File: src/rtl/i2cm_pkg.sv
// ----------------------------------------------------------------------------
// i2cm_pkg
// Types and constants of the I2C master byte engine.
// ----------------------------------------------------------------------------
`timescale 1ns / 1ps
`default_nettype none

package i2cm_pkg;

    localparam int TICK_WIDTH = 10;
    localparam int CFG_WIDTH  = 10;
    localparam int ADDR_WIDTH = 3;

    localparam logic [3:0] BITS_PER_BYTE = 4'd8;

    localparam logic [CFG_WIDTH-1:0] RESET_HIGH_TICKS = 10'd30;
    localparam logic [CFG_WIDTH-1:0] RESET_LOW_TICKS  = 10'd65;

    typedef enum logic [0:0] {
        REG_SCL_HIGH = 1'b0,
        REG_SCL_LOW  = 1'b1
    } t_reg_index;

    typedef enum logic [2:0] {
        CMD_NONE  = 3'd0,
        CMD_START = 3'd1,
        CMD_STOP  = 3'd2,
        CMD_WRITE = 3'd3,
        CMD_READ  = 3'd4
    } t_cmd;

    typedef enum logic [3:0] {
        PH_IDLE  = 4'd0,
        PH_ST_A  = 4'd1,
        PH_ST_B  = 4'd2,
        PH_ST_C  = 4'd3,
        PH_ST_D  = 4'd4,
        PH_SP_A  = 4'd5,
        PH_SP_B  = 4'd6,
        PH_SP_C  = 4'd7,
        PH_WR_LO = 4'd8,
        PH_WR_HI = 4'd9,
        PH_RD_LO = 4'd10,
        PH_RD_HI = 4'd11
    } t_phase;

    typedef struct packed {
        logic [2:0] command;
        logic [7:0] tx_byte;
        logic       send_nack;
        logic       sda_in;
    } t_in_word;

    typedef struct packed {
        logic       scl_level;
        logic       sda_level;
        logic       busy_res;
        logic       done_res;
        logic [7:0] rx_byte;
        logic       ack_seen;
    } t_out_word;

    typedef struct packed {
        logic [CFG_WIDTH-1:0] high_ticks;
        logic [CFG_WIDTH-1:0] low_ticks;
    } t_timing;

endpackage

`default_nettype wire

File: src/rtl/i2c_master_byte_engine.sv
// ----------------------------------------------------------------------------
// i2c_master_byte_engine
// Open-drain I2C master bit engine with an APB timing register port.
// ----------------------------------------------------------------------------
// Each input word is one tick of the bit sequencer: a command (none, start,
// stop, write byte, read byte), the byte to send, the ACK/NACK choice for
// reads and the sampled SDA level. Every accepted word yields exactly one
// output word with the SCL and SDA pin levels, busy, a done pulse, the last
// received byte and the last acknowledge seen.
// The state update and result logic sit between the input handshake and an
// output register, so a word is accepted every cycle while o_in_stall is low
// and its result is registered in the output register. A skid register behind
// the output register keeps the input side open for one more word when the
// receiver stalls; o_in_stall rises only when both are full.
// Commands are taken only while the engine is idle; SCL half periods come
// from the scl_high_ticks (address 0) and scl_low_ticks (address 4) registers.
// Synchronous reset returns the sequencer to idle with both pins released,
// empties the output stages and loads the timing registers with 30 and 65.
// ----------------------------------------------------------------------------
`timescale 1ns / 1ps
`default_nettype none

module i2c_master_byte_engine
    import i2cm_pkg::*;
(
    input  wire logic                  i_clk,
    input  wire logic                  i_rst_n,
    input  wire logic                  i_in_valid,
    output logic                       o_in_stall,
    input  wire t_in_word              i_in_word,
    output logic                       o_out_valid,
    input  wire logic                  i_out_stall,
    output t_out_word                  o_out_word,
    input  wire logic                  psel,
    input  wire logic                  penable,
    input  wire logic                  pwrite,
    input  wire logic [ADDR_WIDTH-1:0] paddr,
    input  wire logic [31:0]           pwdata,
    output logic [31:0]                prdata,
    output logic                       pready
);

    t_timing   r_timing;
    t_out_word w_result;
    t_out_word r_out;
    t_out_word r_skid;
    logic      r_out_valid;
    logic      r_skid_valid;
    logic      w_accept;
    logic      w_take;
    logic      w_wr;
    t_reg_index w_idx;

    assign pready = 1'b1;
    assign w_idx  = t_reg_index'(paddr[2]);
    assign w_wr   = psel && penable && pwrite;

    always_ff @(posedge i_clk) begin
        if (!i_rst_n) begin
            r_timing.high_ticks <= RESET_HIGH_TICKS;
            r_timing.low_ticks  <= RESET_LOW_TICKS;
        end else if (w_wr) begin
            if (w_idx == REG_SCL_HIGH) begin
                r_timing.high_ticks <= pwdata[CFG_WIDTH-1:0];
            end else begin
                r_timing.low_ticks <= pwdata[CFG_WIDTH-1:0];
            end
        end
    end

    always_comb begin
        if (w_idx == REG_SCL_HIGH) begin
            prdata = {{(32-CFG_WIDTH){1'b0}}, r_timing.high_ticks};
        end else begin
            prdata = {{(32-CFG_WIDTH){1'b0}}, r_timing.low_ticks};
        end
    end

    assign o_in_stall  = r_skid_valid;
    assign w_accept    = i_in_valid && !r_skid_valid;
    assign w_take      = r_out_valid && !i_out_stall;
    assign o_out_valid = r_out_valid;
    assign o_out_word  = r_out;

    i2cm_seq u_seq (
        .i_clk    (i_clk),
        .i_rst_n  (i_rst_n),
        .i_step   (w_accept),
        .i_word   (i_in_word),
        .i_timing (r_timing),
        .o_result (w_result)
    );

    always_ff @(posedge i_clk) begin
        if (!i_rst_n) begin
            r_out_valid  <= 1'b0;
            r_skid_valid <= 1'b0;
        end else if (r_skid_valid) begin
            if (w_take) begin
                r_out_valid  <= 1'b1;
                r_skid_valid <= 1'b0;
            end
        end else if (w_accept) begin
            if (!r_out_valid || w_take) begin
                r_out_valid <= 1'b1;
            end else begin
                r_skid_valid <= 1'b1;
            end
        end else if (w_take) begin
            r_out_valid <= 1'b0;
        end
    end

    always_ff @(posedge i_clk) begin
        if (r_skid_valid) begin
            if (w_take) begin
                r_out <= r_skid;
            end
        end else if (w_accept) begin
            if (!r_out_valid || w_take) begin
                r_out <= w_result;
            end else begin
                r_skid <= w_result;
            end
        end
    end

endmodule

`default_nettype wire

File: src/rtl/i2cm_seq.sv
// ----------------------------------------------------------------------------
// i2cm_seq
// Bit sequencer state and the next-state logic for one clock tick.
// ----------------------------------------------------------------------------
`timescale 1ns / 1ps
`default_nettype none

module i2cm_seq
    import i2cm_pkg::*;
(
    input  wire logic      i_clk,
    input  wire logic      i_rst_n,
    input  wire logic      i_step,
    input  wire t_in_word  i_word,
    input  wire t_timing   i_timing,
    output t_out_word      o_result
);

    typedef struct packed {
        t_phase                phase;
        logic [3:0]            bit_index;
        logic [7:0]            shift_reg;
        logic [TICK_WIDTH-1:0] tick_count;
        logic                  scl_reg;
        logic                  sda_reg;
        logic                  ack_reg;
        logic                  nack_request;
        logic [7:0]            rx_hold;
    } t_seq_state;

    t_seq_state r_st;
    t_seq_state n_st;
    logic       n_done;

    function automatic t_seq_state f_enter(t_seq_state s, t_phase p);
        t_seq_state o;
        o            = s;
        o.phase      = p;
        o.tick_count = '0;
        case (p)
            PH_ST_A: begin
                o.sda_reg = 1'b1;
            end
            PH_ST_B: begin
                o.scl_reg = 1'b1;
            end
            PH_ST_C: begin
                o.sda_reg = 1'b0;
            end
            PH_ST_D: begin
                o.scl_reg = 1'b0;
            end
            PH_SP_A: begin
                o.scl_reg = 1'b0;
                o.sda_reg = 1'b0;
            end
            PH_SP_B: begin
                o.scl_reg = 1'b1;
            end
            PH_SP_C: begin
                o.sda_reg = 1'b1;
            end
            PH_WR_LO: begin
                o.scl_reg = 1'b0;
                o.sda_reg = (s.bit_index < BITS_PER_BYTE) ? s.shift_reg[7] : 1'b1;
            end
            PH_RD_LO: begin
                o.scl_reg = 1'b0;
                o.sda_reg = (s.bit_index < BITS_PER_BYTE) ? 1'b1 : s.nack_request;
            end
            PH_WR_HI, PH_RD_HI: begin
                o.scl_reg = 1'b1;
            end
            default: begin
            end
        endcase
        return o;
    endfunction

    logic                  w_high;
    logic [TICK_WIDTH-1:0] w_len_raw;
    logic [TICK_WIDTH-1:0] w_len;
    logic [TICK_WIDTH-1:0] w_tick_next;
    logic                  w_expired;
    t_seq_state            w_tmp;

    always_comb begin
        w_high = r_st.phase inside {PH_ST_B, PH_ST_C, PH_SP_B, PH_SP_C, PH_WR_HI, PH_RD_HI};
        w_len_raw = w_high ? i_timing.high_ticks[TICK_WIDTH-1:0]
                           : i_timing.low_ticks[TICK_WIDTH-1:0];
        w_len = (w_len_raw == '0) ? TICK_WIDTH'(1) : w_len_raw;
        w_tick_next = r_st.tick_count + TICK_WIDTH'(1);
        w_expired = (w_tick_next >= w_len);
    end

    always_comb begin
        n_st   = r_st;
        n_done = 1'b0;
        w_tmp  = r_st;
        if (r_st.phase == PH_IDLE) begin
            if (i_word.command == CMD_START) begin
                n_st = f_enter(r_st, PH_ST_A);
            end else if (i_word.command == CMD_STOP) begin
                n_st = f_enter(r_st, PH_SP_A);
            end else if (i_word.command == CMD_WRITE) begin
                w_tmp.shift_reg = i_word.tx_byte;
                w_tmp.bit_index = '0;
                n_st = f_enter(w_tmp, PH_WR_LO);
            end else if (i_word.command == CMD_READ) begin
                w_tmp.nack_request = i_word.send_nack;
                w_tmp.shift_reg    = '0;
                w_tmp.bit_index    = '0;
                n_st = f_enter(w_tmp, PH_RD_LO);
            end
        end else begin
            n_st.tick_count = w_tick_next;
            w_tmp.tick_count = w_tick_next;
            if (w_expired) begin
                case (r_st.phase)
                    PH_ST_A: begin
                        n_st = f_enter(w_tmp, PH_ST_B);
                    end
                    PH_ST_B: begin
                        n_st = f_enter(w_tmp, PH_ST_C);
                    end
                    PH_ST_C: begin
                        n_st = f_enter(w_tmp, PH_ST_D);
                    end
                    PH_SP_A: begin
                        n_st = f_enter(w_tmp, PH_SP_B);
                    end
                    PH_SP_B: begin
                        n_st = f_enter(w_tmp, PH_SP_C);
                    end
                    PH_WR_LO: begin
                        n_st = f_enter(w_tmp, PH_WR_HI);
                    end
                    PH_RD_LO: begin
                        n_st = f_enter(w_tmp, PH_RD_HI);
                    end
                    PH_WR_HI: begin
                        if (r_st.bit_index >= BITS_PER_BYTE) begin
                            w_tmp.ack_reg = i_word.sda_in;
                            w_tmp.scl_reg = 1'b0;
                            n_st   = f_enter(w_tmp, PH_IDLE);
                            n_done = 1'b1;
                        end else begin
                            w_tmp.bit_index = r_st.bit_index + 4'd1;
                            w_tmp.shift_reg = {r_st.shift_reg[6:0], 1'b0};
                            n_st = f_enter(w_tmp, PH_WR_LO);
                        end
                    end
                    PH_RD_HI: begin
                        if (r_st.bit_index >= BITS_PER_BYTE) begin
                            w_tmp.rx_hold = r_st.shift_reg;
                            w_tmp.scl_reg = 1'b0;
                            n_st   = f_enter(w_tmp, PH_IDLE);
                            n_done = 1'b1;
                        end else begin
                            w_tmp.shift_reg = {r_st.shift_reg[6:0], i_word.sda_in};
                            w_tmp.bit_index = r_st.bit_index + 4'd1;
                            n_st = f_enter(w_tmp, PH_RD_LO);
                        end
                    end
                    default: begin
                        n_st   = f_enter(w_tmp, PH_IDLE);
                        n_done = 1'b1;
                    end
                endcase
            end
        end
    end

    always_comb begin
        o_result.scl_level = n_st.scl_reg;
        o_result.sda_level = n_st.sda_reg;
        o_result.busy_res  = (n_st.phase != PH_IDLE);
        o_result.done_res  = n_done;
        o_result.rx_byte   = n_st.rx_hold;
        o_result.ack_seen  = n_st.ack_reg;
    end

    always_ff @(posedge i_clk) begin
        if (!i_rst_n) begin
            r_st.phase        <= PH_IDLE;
            r_st.bit_index    <= '0;
            r_st.shift_reg    <= '0;
            r_st.tick_count   <= '0;
            r_st.scl_reg      <= 1'b1;
            r_st.sda_reg      <= 1'b1;
            r_st.ack_reg      <= 1'b0;
            r_st.nack_request <= 1'b0;
            r_st.rx_hold      <= '0;
        end else if (i_step) begin
            r_st <= n_st;
        end
    end

endmodule

`default_nettype wire

File: config.mk
export PLATFORM = sky130hd
export DESIGN_NAME = i2c_master_byte_engine
export DESIGN_NICKNAME = d
export VERILOG_FILES = /design/src/rtl/i2cm_pkg.sv /design/src/rtl/i2c_master_byte_engine.sv /design/src/rtl/i2cm_seq.sv
export SDC_FILE = /design/constraint.sdc
export NUM_CORES = 1
export LEC_CHECK = 0
export BUFFER_PORTS_ARGS = -buffer_cell sky130_fd_sc_hd__buf_2
export CORE_MARGIN = 2
export CORE_UTILIZATION = 50
export DETAILED_ROUTE_END_ITERATION = 12
export GPL_TIMING_DRIVEN = 0
export PLACE_DENSITY_LB_ADDON = 0.25
export SYNTH_ARGS = -nofsm -noshare
export SYNTH_HDL_FRONTEND = slang
export SYNTH_HIERARCHICAL = 1
export SYNTH_SLANG_ARGS = --single-unit
File: constraint.sdc
create_clock -name i_clk -period 3.84 [get_ports i_clk]
set_input_delay 0.192 -clock i_clk [delete_from_list [all_inputs] [get_ports i_clk]]
set_output_delay 0.192 -clock i_clk [all_outputs]
set_load 0.005 [all_outputs]
==> Yosys cells after proc, flatten, opt, wreduce, memory -nomap -nowiden <==
Cells that the tools add are included.
{ "word_totals": {"ff_bits": 86, "input_bits": 55, "word_cells": 123} }
{ "op_classes": {"n_addsub": 2, "order_cmp": 3, "n_eq_ne": 29, "muxes": 31, "bitwise_logic": 6, "n_reduce_logical": 27} }
{ "op_table": {"columns": ["operator", "n"], "rows": [
  ["$pmux W38 S9", 1],
  ["$mux W38", 8],
  ["$mux W13", 4],
  ["$mux W10", 3],
  ["$eq A4 B4 Y1 const B", 4],
  ["$reduce_and A15 Y1", 1],
  ["$mux W1", 14],
  ["$eq A4 B3 Y1 const B", 3],
  ["$ne A3 B3 Y1 const B", 4],
  ["$add A10 B1 Y10 const B", 1],
  ["$ge A10 B10 Y1", 1],
  ["$logic_not A10 Y1", 1],
  ["$ne A2 B1 Y1 const B", 5],
  ["$ne A2 B2 Y1 const B", 5],
  ["$reduce_and A3 Y1", 3],
  ["$eq A4 B2 Y1 const B", 2],
  ["$reduce_bool A2 Y1", 4],
  ["$reduce_or A7 Y1", 1],
  ["$eq A3 B2 Y1 const B", 2],
  ["$not A1 Y1", 6],
  ["$reduce_and A2 Y1", 3],
  ["$reduce_and A6 Y1", 1],
  ["$reduce_bool A6 Y1", 1],
  ["$ne A5 B5 Y1 const B", 1],
  ["other kinds (14)", 19]
]} }

==> Depth between registers and ports, before layout <==
Gate-level depths: netlist of the first run.
{ "depth": {"ltp_word": 12, "mapped_depth": 17, "depth_no_buf": 13} }

==> Hierarchy <==
The synthesis of the first run kept the hierarchy.
{ "by_module_without_submodules": {"columns": ["module", "n_inst", "cells_per_inst", "area_per_inst_um2"], "rows": [
  ["i2cm_seq", 1, 357, 3006.6],
  ["i2c_master_byte_engine", 1, 174, 2173.3]
]} }

==> Worst setup path after synthesis of the first run <==
Ideal clock, no wire load.
{ "synth_path": {"path_type": "register -> register", "from": "reg u_seq/r_st[34] in the netlist's numbering", "to": "reg r_out, in the netlist o_out_word[4] (data pin)", "t_arrival_ps": 3590, "path_slack_ps": -10, "stages_incl_launch_ff": 18, "cell_sequence": "dfxtp_1 buf_4 and2b_1 mux2i_1 buf_6 mux2i_1 nand4_1 o31ai_1 ha_1 nand2b_1 a21oi_1 o31a_4 a21oi_4 and3_1 buf_4 mux2_1 buf_4 mux2_4"} }
{ "synth_lines": {"columns": ["element", "line", "source"], "rows": [
  ["start: declaration", "i2cm_seq.sv:31", "t_seq_state r_st;"],
  ["start signal: assignment", "i2cm_seq.sv:195", "r_st <= n_st;"],
  ["end signal: assignment", "i2c_master_byte_engine.sv:117", "r_out <= r_skid;"],
  ["end signal: assignment", "i2c_master_byte_engine.sv:121", "r_out <= w_result;"],
  ["end: declaration", "i2c_master_byte_engine.sv:45", "t_out_word r_out;"]
]} }

==> qor.yml, run 1 <==
status: "completed"
synthCells: 531
syn_area_per_cell_um2: 9.76
yosys.area.top_type: "dfxtp_1"
ant_nets: 0
cp_max_fo: 7
fillers: 878
setup_violations: 0
start_kind: "flop"
ys_ff_latch: 86
area_growth_pct: 22.8
dp_slack_ps: -484
setup_ws_ps: 17.6
synth_area_um2: 5180
wl_per_cell_um: 16.1
grt_max_degree: 18
max_stage_delay_ps: 520
critPathArrivalTime_ps: 3940
final.setup_skew_ps: 11.8
grt_pass1_wl_um: 20200
synth_common_cells: "dfxtp_1 (60), nand2_1 (58), mux2i_1 (44)"
drt-total-wl_um: 12400
numPortBuffers: 54
row_count: 37
boundaryPins: 103
synth_top_area_share_pct: 23.2
fin_crit_sh_pct: 99.5
worst-setup-path-type: "reg2reg"
layout_min_cycle_time_ps: 3820
drive_above_1_share_pct: 33.5
clk_pin_slew_ps: 90
peakVddDrop_mv: 0.196
overflow: 0
avgViaCountPerCell: 5.62
power_density_nw_per_um2: 359
hold_buffers: 0
cts_buffer_depth: 2
diodes: 0
hpwl_um: 8730
tightest_slew_ps: 952
min_from: "i_in_word[1]"
clkSinkCount: 86
maxSlewViolCount: 0
cts_tree: "yes"
rr_worst_depth: 15
hold_class: "in2reg"
rr_startpoint: "u_seq/r_st[34]$_SDFFE_PN0P_"
worstPathRequired_ps: 3960
min_to: "u_seq/r_st[8]$_SDFFE_PN0P_"
r2r_slack_ps: 20
insertion_delay_ps: 370
worstPathCellList: "and2b_2, mux2i_4, buf_12, mux2i_4, nand4_1, o31ai_2, ha_1, nand2b_4, a21oi_4, o31a_4, buf_6, nand2_8, mux2i_1, or4_4, mux2_4"
core-area_um2: 10200
synthTopCellsByArea: "dfxtp_1 (23%), edfxtp_1 (15%), mux2i_1 (8.5%), buf_4 (5.8%), mux2_2 (5.0%)"
place_congestion: 0.936
hold_viol: 0
yosysWarnings: 6
dieHeight_um: 106
final.hold.worst_slack_ps: 60.3
critical-path-top-delay-family: "simple AND/OR/NAND/NOR gates"
vias: 4337
antenna_found_initial: 0
fmax_mhz: 262
synth.most_common_cell: "dfxtp_1"
crit_path_end_kind: "flop"
critPathBufInv: 2
cts_buffers: 9
grt_pass1_vias: 4105
synth_enable_flop_cells: 26
synth_seq_area_share_pct: 38.3
max-slew-margin-rel_pct: 36.3
setup-tns-final_ps: 0
num-nets-final: 699
track_usage_pct: 22.4
fin_util_pct: 62.4
drt-initial-drc-count: 327
cp_slowest_cell: "or4_4"
ys_async_sr_fraction_pct: 0
ys_types: 73
rsz0062_at_grt: "true"
leakage_nw: 2.60
rr_endpoint: "o_out_word[10]$_DFFE_PP_"
first_pass_iters: 5
initial_core_util_pct: 50.9
die-area_um2: 11200
holdPathStages: 3
die_width_um: 106
synth_ff_type: "dfxtp_1"
cp_common_cell: "mux2i_4"
drc: 0
htreeDepth: 3
max_cap_viol_count: 0
clockRootBuffer: "clkbuf_8"
-- repair_timing --
item,in CTS,in global routing
endpoints found under the setup margin,21,11
resized for setup,34,32
gates cloned,2,0
pin swaps,7,8
buffers inserted,11,11
-- layout by cell type, fill, tap and decap left out, types with 7 or more instances in the layout --
cell,instances
mux2i_4,10
mux2_4,15
clkbuf_1,10
o21ai_0,9
a22oi_1,11
clkbuf_8,9
nor2b_1,15
dfxtp_1,57
buf_6,10
buf_4,49
inv_1,13
mux2i_1,33
nand2_1,58
buf_2,62
a21oi_1,27
edfxtp_1,26
conb_1,23
mux2_2,17
ha_1,13
nand4_1,7
nor2_1,24
o31ai_1,9
nand3_1,7
-- metrics by stage --
step / instance area [um2] / cells / power, mW
final: 6360 / 772 / 2.28
after floorplan: 5260 / 552 / 1.30
after global routing: 6360 / 772 / 2.36
after global placement: 5700 / 742 / 1.41
after detailed placement: 5710 / 743 / 1.41
after CTS: 6200 / 770 / 2.25
-- cells by family (layout without fill, tap and decap cells) --
kind of cell / after synthesis / count (layout) / synth area share [%]
other cells: 2 / 23 / 0.145
buf+inv: 79 / 163 / 9.59
xor+xnor: 10 / 10 / 1.69
compound gates: 107 / 107 / 15.3
flops: 86 / 86 / 38.3
mux: 76 / 76 / 15.5
fa+ha+maj: 13 / 13 / 3.14
simple gates: 158 / 158 / 16.4
-- worst register-to-register path: stages (launching register included) --
cell      delay [ps]
dfxtp_4          380
and2b_2          230
mux2i_4          240
buf_12           190
mux2i_4          270
nand4_1          140
o31ai_2          250
ha_1             270
nand2b_4         150
a21oi_4          150
o31a_4           200
buf_6            120
nand2_8           50
mux2i_1          130
or4_4            520
mux2_4           280
-- per-layer routing --
metal  share of wire (%)  GRT usage (%)  vias up  wire [um]
met1                  47           30.8     2078       5780
li1                    -              -     2070          -
met5                   0              0        -          0
met4                 1.7           6.86        0        210
met2                  46           36.3      167       5690
met3                 5.9           3.77       22        737
-- power breakdown --
part	switching (mW)	internal [mW]	total, mW
combinational	0.250	0.227	0.477
sequential	0.0276	0.976	1.00
clock	0.361	0.442	0.803
total	0.639	1.65	2.28
-- layout make-up --
class	count	area, um2	share of cell area, %
multi-input combinational	387	3030	47.7
sequential	86	1990	31.3
timing repair buffer	79	480	7.55
buffer	54	383	6.02
tap	136	170	2.68
clock inverter	7	128	2.01
clock buffer	9	124	1.95
inverter	14	52.6	0.826
-- worst max path at each step --
stage / slack [ps] / to / start / cells past startpoint
after global routing: -120 / o_out_word[10]$_DFFE_PP_ / u_seq/r_st[36]$_SDFFE_PN0P_ / 15
after global placement: -410 / o_out_word[3]$_DFFE_PP_ / u_seq/r_st[34]$_SDFFE_PN0P_ / 17
after detailed placement: -480 / o_out_word[4]$_DFFE_PP_ / u_seq/r_st[34]$_SDFFE_PN0P_ / 17
final: 20 / o_out_word[10]$_DFFE_PP_ / u_seq/r_st[34]$_SDFFE_PN0P_ / 15
after CTS: 2 / o_out_word[10]$_DFFE_PP_ / u_seq/r_st[36]$_SDFFE_PN0P_ / 15
after floorplan: 80 / o_out_word[4]$_DFFE_PP_ / u_seq/r_st[34]$_SDFFE_PN0P_ / 17
-- sequential cells by signal, summed over array words and instances, names as in the netlist --
signal	count
u_seq/r_st	38
o_out_word	13
o_out_valid	1
o_in_stall	1
r_skid	13
r_timing	20
Note: power is estimated with default switching activity, not from simulation.
==> run 2, diff against run 1 <==
CORE_ASPECT_RATIO = 1.1   (was not set)
CTS_CLUSTER_SIZE = 12   (was not set)
==> run 2 against run 1 <==
Net effect:
- final area fell by 1.8%
- total power fell by 3.9%
- non-clock buffer count fell by 2
- clock skew fell by 2.4 ps
- wire length fell by 2.4%
- first-iteration DRC count fell by 19%
- sequential share of layout area rose by 0.58 points
- global-route usage barely moved
- largest cell class unchanged
- sequential power barely moved
==> qor.yml, run 2 (synthesis results as in run 1) <==
fmax_mhz: 264  # +0.94%
leakage_nw: 2.57  # -1.2%
track_usage_pct: 22.4  # about the same
drt-total-wl_um: 12100  # -2.4%
seqPwrFrac_pct: 45.8  # +1.9 points
die-area_um2: 11200  # about the same
first_pass_iters: 5  # unchanged
reg.largest.list: "u_seq/r_st x38, r_timing x20"
max_stage_delay_ps: 490  # -30 ps
fin_crit_sh_pct: 98.6  # -0.93 points
status: "completed"
power_mw: 2.19  # -3.9%
worst-setup-path-type: "reg2reg"
clk_pin_slew_ps: 90  # about the same
setup_violations: 0  # unchanged
place_congestion: 0.922  # -1.5%
fillers: 863  # -1.7%
peakVddDrop_mv: 0.215  # +9.7%
critPathArrivalTime_ps: 3900  # -40 ps
hpwl_um: 8690  # -0.41%
worstPathRequired_ps: 3960  # about the same
final_cell_mix: "buf_2 (61), nand2_1 (58), dfxtp_1 (56)"
clkSinkCount: 86  # unchanged
p_int_mw: 1.57  # -4.9%
setup-tns-final_ps: 0  # unchanged
cts_buffer_depth: 2  # unchanged
overflow: 0  # unchanged
power_density_nw_per_um2: 351  # -2.2%
critPathBufInv: 2  # unchanged
maxSlewViolCount: 0  # unchanged
wl_per_cell_um: 16.1  # about the same
layout_commonest_cell: "buf_2"
antenna_found_initial: 0  # unchanged
hold_viol: 0  # unchanged
worstPathCellList: "and2b_2, mux2i_4, buf_8, mux2i_4, nand4_1, o31ai_2, ha_1, nand2b_4, a21oi_4, o31a_4, buf_4, a21oi_1, o2bb2ai_2, or4_4, mux2_2"
vias: 4221  # -2.7%
dp_slack_ps: -479  # +5.09 ps
cp_common_cell: "mux2i_4"
rsz0062_at_grt: "true"
swShare_pct: 28.7  # +0.70 points
grt_max_degree: 17  # -1
cts_buffers: 9  # unchanged
crit_path_end_kind: "flop"
cp_max_fo: 5  # -2
final.setup_skew_ps: 9.48  # -2.36 ps
drt-initial-drc-count: 264  # -19%
avgViaCountPerCell: 5.60  # -0.35%
drive_above_1_share_pct: 33.3  # -0.21 points
num-nets-final: 697  # -0.29%
grt_pass1_wl_um: 20400  # +1.2%
drc: 0  # unchanged
area_growth_pct: 20.6
max-slew-margin-rel_pct: 34.4  # -1.9 points
core-area_um2: 9980  # -2.0%
max_cap_viol_count: 0  # unchanged
grt_pass1_vias: 4133  # +0.68%
row_count: 38  # +2.7%
regMostFlops: "u_seq/r_st"
cts_tree: "yes"
pwr-share-clk_pct: 33.4  # -1.8 points
fin_util_pct: 62.6  # +0.12 points
die_width_um: 101  # -4.5%
start_kind: "flop"
p_switching_mw: 0.629  # -1.5%
cp_slowest_cell: "or4_4"
critical-path-top-delay-family: "simple AND/OR/NAND/NOR gates"
boundaryPins: 103  # unchanged
layout_min_cycle_time_ps: 3790  # -35.7 ps
largest_register_ffs: 38  # unchanged
initial_core_util_pct: 51.9  # +1.0 points
hold_class: "in2reg"
dieHeight_um: 111  # +4.7%
tightest_slew_ps: 981  # +29.0 ps
numPortBuffers: 54  # unchanged
power_frac_comb_pct: 20.8  # about the same
setup_ws_ps: 53.3  # +35.7 ps
htreeDepth: 3  # unchanged
ant_nets: 0  # unchanged
diodes: 0  # unchanged
hold_buffers: 0  # unchanged
clockRootBuffer: "clkbuf_8"
insertion_delay_ps: 360  # about the same
==> run 2: power by group through the flow <==
stage / Combinational [mW] / Sequential [mW] / Clock (mW)
after floorplan: 0.285 / 1.02 / 0
after global placement: 0.387 / 1.02 / 0
after detailed placement: 0.393 / 1.02 / 0
after CTS: 0.432 / 1.00 / 0.747
after global routing: 0.498 / 1.01 / 0.784
final: 0.457 / 1.00 / 0.733
==> run 2: cell type report <==
class	instances	area [um2]	share of cell area, %
clock buffers	9	124	1.98
multi-input cells	387	2990	47.8
flip-flops and latches	86	1990	31.9
clock inverters	7	103	1.64
plain buffers	58	414	6.63
inverters	14	52.6	0.841
well taps	120	150	2.40
repair buffers	73	424	6.79
==> run 2: what timing repair did <==
action                     4_1_cts  5_1_grt
pin swaps                        6        5
setup endpoints to repair       21        9
gates resized for setup         40       15
cloned                           2        0
buffers inserted                 9        7
==> run 2: per-stage QoR <==
step | std cells | instance area, um2 | hold WS, ps
3_5_place_dp | 727 | 5690 | 434
2_1_floorplan | 552 | 5260 | 334
5_1_grt | 754 | 6250 | 72.4
4_1_cts | 753 | 6170 | 49.0
6_report | 754 | 6250 | 56.1
3_3_place_gp | 726 | 5680 | 430
==> run 2: path summary, 6_finish.rpt <==
kind	from	cells after the start	to	slack, ps
max reg2reg	u_seq/r_st[36]$_SDFFE_PN0P_	15	o_out_word[10]$_DFFE_PP_	50
max	u_seq/r_st[36]$_SDFFE_PN0P_	15	o_out_word[10]$_DFFE_PP_	50
min reg2reg	u_seq/r_st[0]$_SDFFE_PN0P_	2	u_seq/r_st[0]$_SDFFE_PN0P_	460
min	i_in_word[1]	3	u_seq/r_st[8]$_SDFFE_PN0P_	60
==> run 2: routing by layer <==
layer / GRT usage (%) / vias to the layer above / wire (um) / part of all wire, %
met3: 4.29 / 20 / 691 / 5.7
met4: 7.21 / 0 / 213 / 1.8
met2: 34.1 / 136 / 5630 / 46
li1: - / 2068 / - / -
met5: 0 / - / 0 / 0
met1: 32.0 / 1997 / 5600 / 46
==> run 2: tightest hold or removal path, delay by kind of cell <==
kind	cells	cell delay, ps
buffers and inverters	1	70
and+or+nand+nor	1	70
muxes	1	50
==> run 3, diff against run 2 <==
CORE_MARGIN = 4   (was 2)
GPL_TIMING_DRIVEN = 1   (was 0)
RECOVER_POWER = 25   (was not set)
==> run 3 against run 2 <==
Net effect:
- worst setup slack improved by 80 ps
- cell count fell by 7.6%
- register-to-register slack improved by 80 ps
- sequential share of layout area is 2.9 points higher
- total power shrank 6.3%
- global-route usage is 3.9 points lower
- non-clock buffer count shrank 57
- sequential cell count did not move
- first-iteration DRC count grew 3.8%
- core utilization fell by 5.5 points
- count of clock-buffer cells in the layout stayed put
- highest routed layer unchanged
- clock power is 9.5% lower
- largest power group unchanged
==> qor.yml, run 3 (synthesis results as in run 1) <==
worst-setup-path-type: "reg2reg"
layout_min_cycle_time_ps: 3710  # -80.1 ps
dp_slack_ps: 60.6  # +540 ps
clockRootBuffer: "clkbuf_8"
reg.largest.list: "u_seq/r_st x38, r_timing x20"
avgViaCountPerCell: 5.65  # +0.90%
boundaryPins: 103  # unchanged
clkSinkCount: 86  # unchanged
drc: 0  # unchanged
dieHeight_um: 115  # +3.6%
grt_max_degree: 70  # +53
row_count: 38  # unchanged
max-slew-margin-rel_pct: 25.7  # -8.7 points
diodes: 0  # unchanged
start_kind: "flop"
first_pass_iters: 4  # -1
leakage_nw: 2.26  # -12%
critPathArrivalTime_ps: 3840  # -60 ps
cts_tree: "yes"
core-area_um2: 9980  # unchanged
grt.busiest_layer: "met2"
grt_pass1_wl_um: 18100  # -11%
drive_above_1_share_pct: 25.3  # -8.0 points
max_cap_viol_count: 0  # unchanged
place_area_um2: 5360  # -5.7%
drt-initial-drc-count: 274  # +3.8%
maxSlewViolCount: 0  # unchanged
cp_max_fo: 6  # +1
r2r_slack_ps: 130  # +80 ps
place_congestion: 0.946  # +2.6%
wl_per_cell_um: 16.1  # -0.11%
status: "completed"
largest_register_ffs: 38  # unchanged
final_cell_mix: "dfxtp_1 (60), nand2_1 (58), buf_2 (51)"
fin_crit_sh_pct: 96.5  # -2.1 points
initial_core_util_pct: 51.9  # unchanged
grt_use_met1_pct: 25.0  # -7.0 points
final.setup_skew_ps: 10.1  # +0.660 ps
fin_cells: 697  # -7.6%
regMostFlops: "u_seq/r_st"
grt_pass1_vias: 3670  # -11%
ant_nets: 0  # unchanged
crit_path_end_kind: "flop"
worstPathRequired_ps: 3970  # about the same
peakVddDrop_mv: 0.178  # -17%
tightest_slew_ps: 1110  # +132 ps
cts_buffers: 9  # unchanged
insertion_delay_ps: 370  # about the same
num-nets-final: 640  # -8.2%
htreeDepth: 3  # unchanged
setup-tns-final_ps: 0  # unchanged
fmax_mhz: 270  # +2.2%
setup_ws_ps: 133  # +80.1 ps
hold_class: "in2reg"
drt-total-wl_um: 11200  # -7.7%
antenna_found_initial: 0  # unchanged
cts_buffer_depth: 2  # unchanged
track_usage_pct: 18.5  # -3.9 points
setup_violations: 0  # unchanged
hpwl_um: 7990  # -8.1%
use_met3_pct: 4.72  # +0.43 points
die-area_um2: 12100  # +7.7%
fin_area_um2: 5700  # -8.7%
gr-usage-met2_pct: 28.8  # -5.2 points
hold_viol: 0  # unchanged
overflow: 0  # unchanged
dpl.cell_count: 678  # -6.7%
vias: 3937  # -6.7%
fillers: 895  # +3.7%
layout_commonest_cell: "dfxtp_1"
clk_pin_slew_ps: 90  # about the same
hold_buffers: 0  # unchanged
power_density_nw_per_um2: 361  # +2.7%
area_growth_pct: 10.1
die_width_um: 105  # +4.0%
numPortBuffers: 55  # +1.9%
fin_util_pct: 57.1  # -5.5 points
run 3: cell types whose count changed in the layout (fill, tap and decap cells not counted), sizes merged:
cell,change
clkbuf,-6
clkinv,+2
bufinv,-1
clkinvlp,-1
buf,-51
run 3: metrics by stage:
stage	total power [mW]	hold WS (ps)
after global placement	1.38	429
final	2.06	60.2
after floorplan	1.30	334
after global routing	2.15	82.0
after detailed placement	1.39	449
after CTS	2.05	55.0
run 3: report_power, final:
| group | switching [mW] | internal, mW | total, mW |
|---|---|---|---|
| Sequential | 0.0261 | 0.976 | 1.00 |
| Combinational | 0.223 | 0.169 | 0.392 |
| Clock | 0.355 | 0.308 | 0.663 |
| Total | 0.604 | 1.45 | 2.06 |
run 3: path summary, 6_finish.rpt:
kind	from	endpoint	cells past startpoint
hold / removal	i_in_word[1]	u_seq/r_st[8]$_SDFFE_PN0P_	3
setup / recovery	u_seq/r_st[36]$_SDFFE_PN0P_	o_out_word[10]$_DFFE_PP_	14
hold reg to reg	u_seq/r_st[4]$_SDFFE_PN0P_	u_seq/r_st[4]$_SDFFE_PN0P_	2
setup reg to reg	u_seq/r_st[36]$_SDFFE_PN0P_	o_out_word[10]$_DFFE_PP_	14
run 3: timing repair:
item	4_1_cts	5_1_grt
setup buffers	0	2
endpoints found under the setup margin	0	9
resized for setup	0	29
run 3: critical path, stage by stage, from the launching register on:
cell and delay, ps:
dfxtp_1 340, and2b_2 260, mux2i_4 220, buf_6 190, mux2i_1 280, nand2_1 100
o31ai_2 240, ha_1 250, nand2b_1 150, a21oi_2 160, o31a_4 210, nand2_4 100
mux2i_1 140, or4_1 540, mux2_2 280
run 3: layout make-up:
class	instances	area, um2	area share, %
Inverter	14	52.6	0.922
Timing Repair Buffer	74	428	7.50
Clock inverter	7	77.6	1.36
Clock buffer	9	124	2.17
Tap cell	120	150	2.63
Multi-Input combinational cell	387	2890	50.6
Sequential cell	86	1980	34.8
run 3: layer usage:
layer  up-vias  part of all wire, %
li1       1949                    -
met4         0                  1.8
met3        16                  6.0
met1      1858                   48
met5         -                    0
met2       114                   44
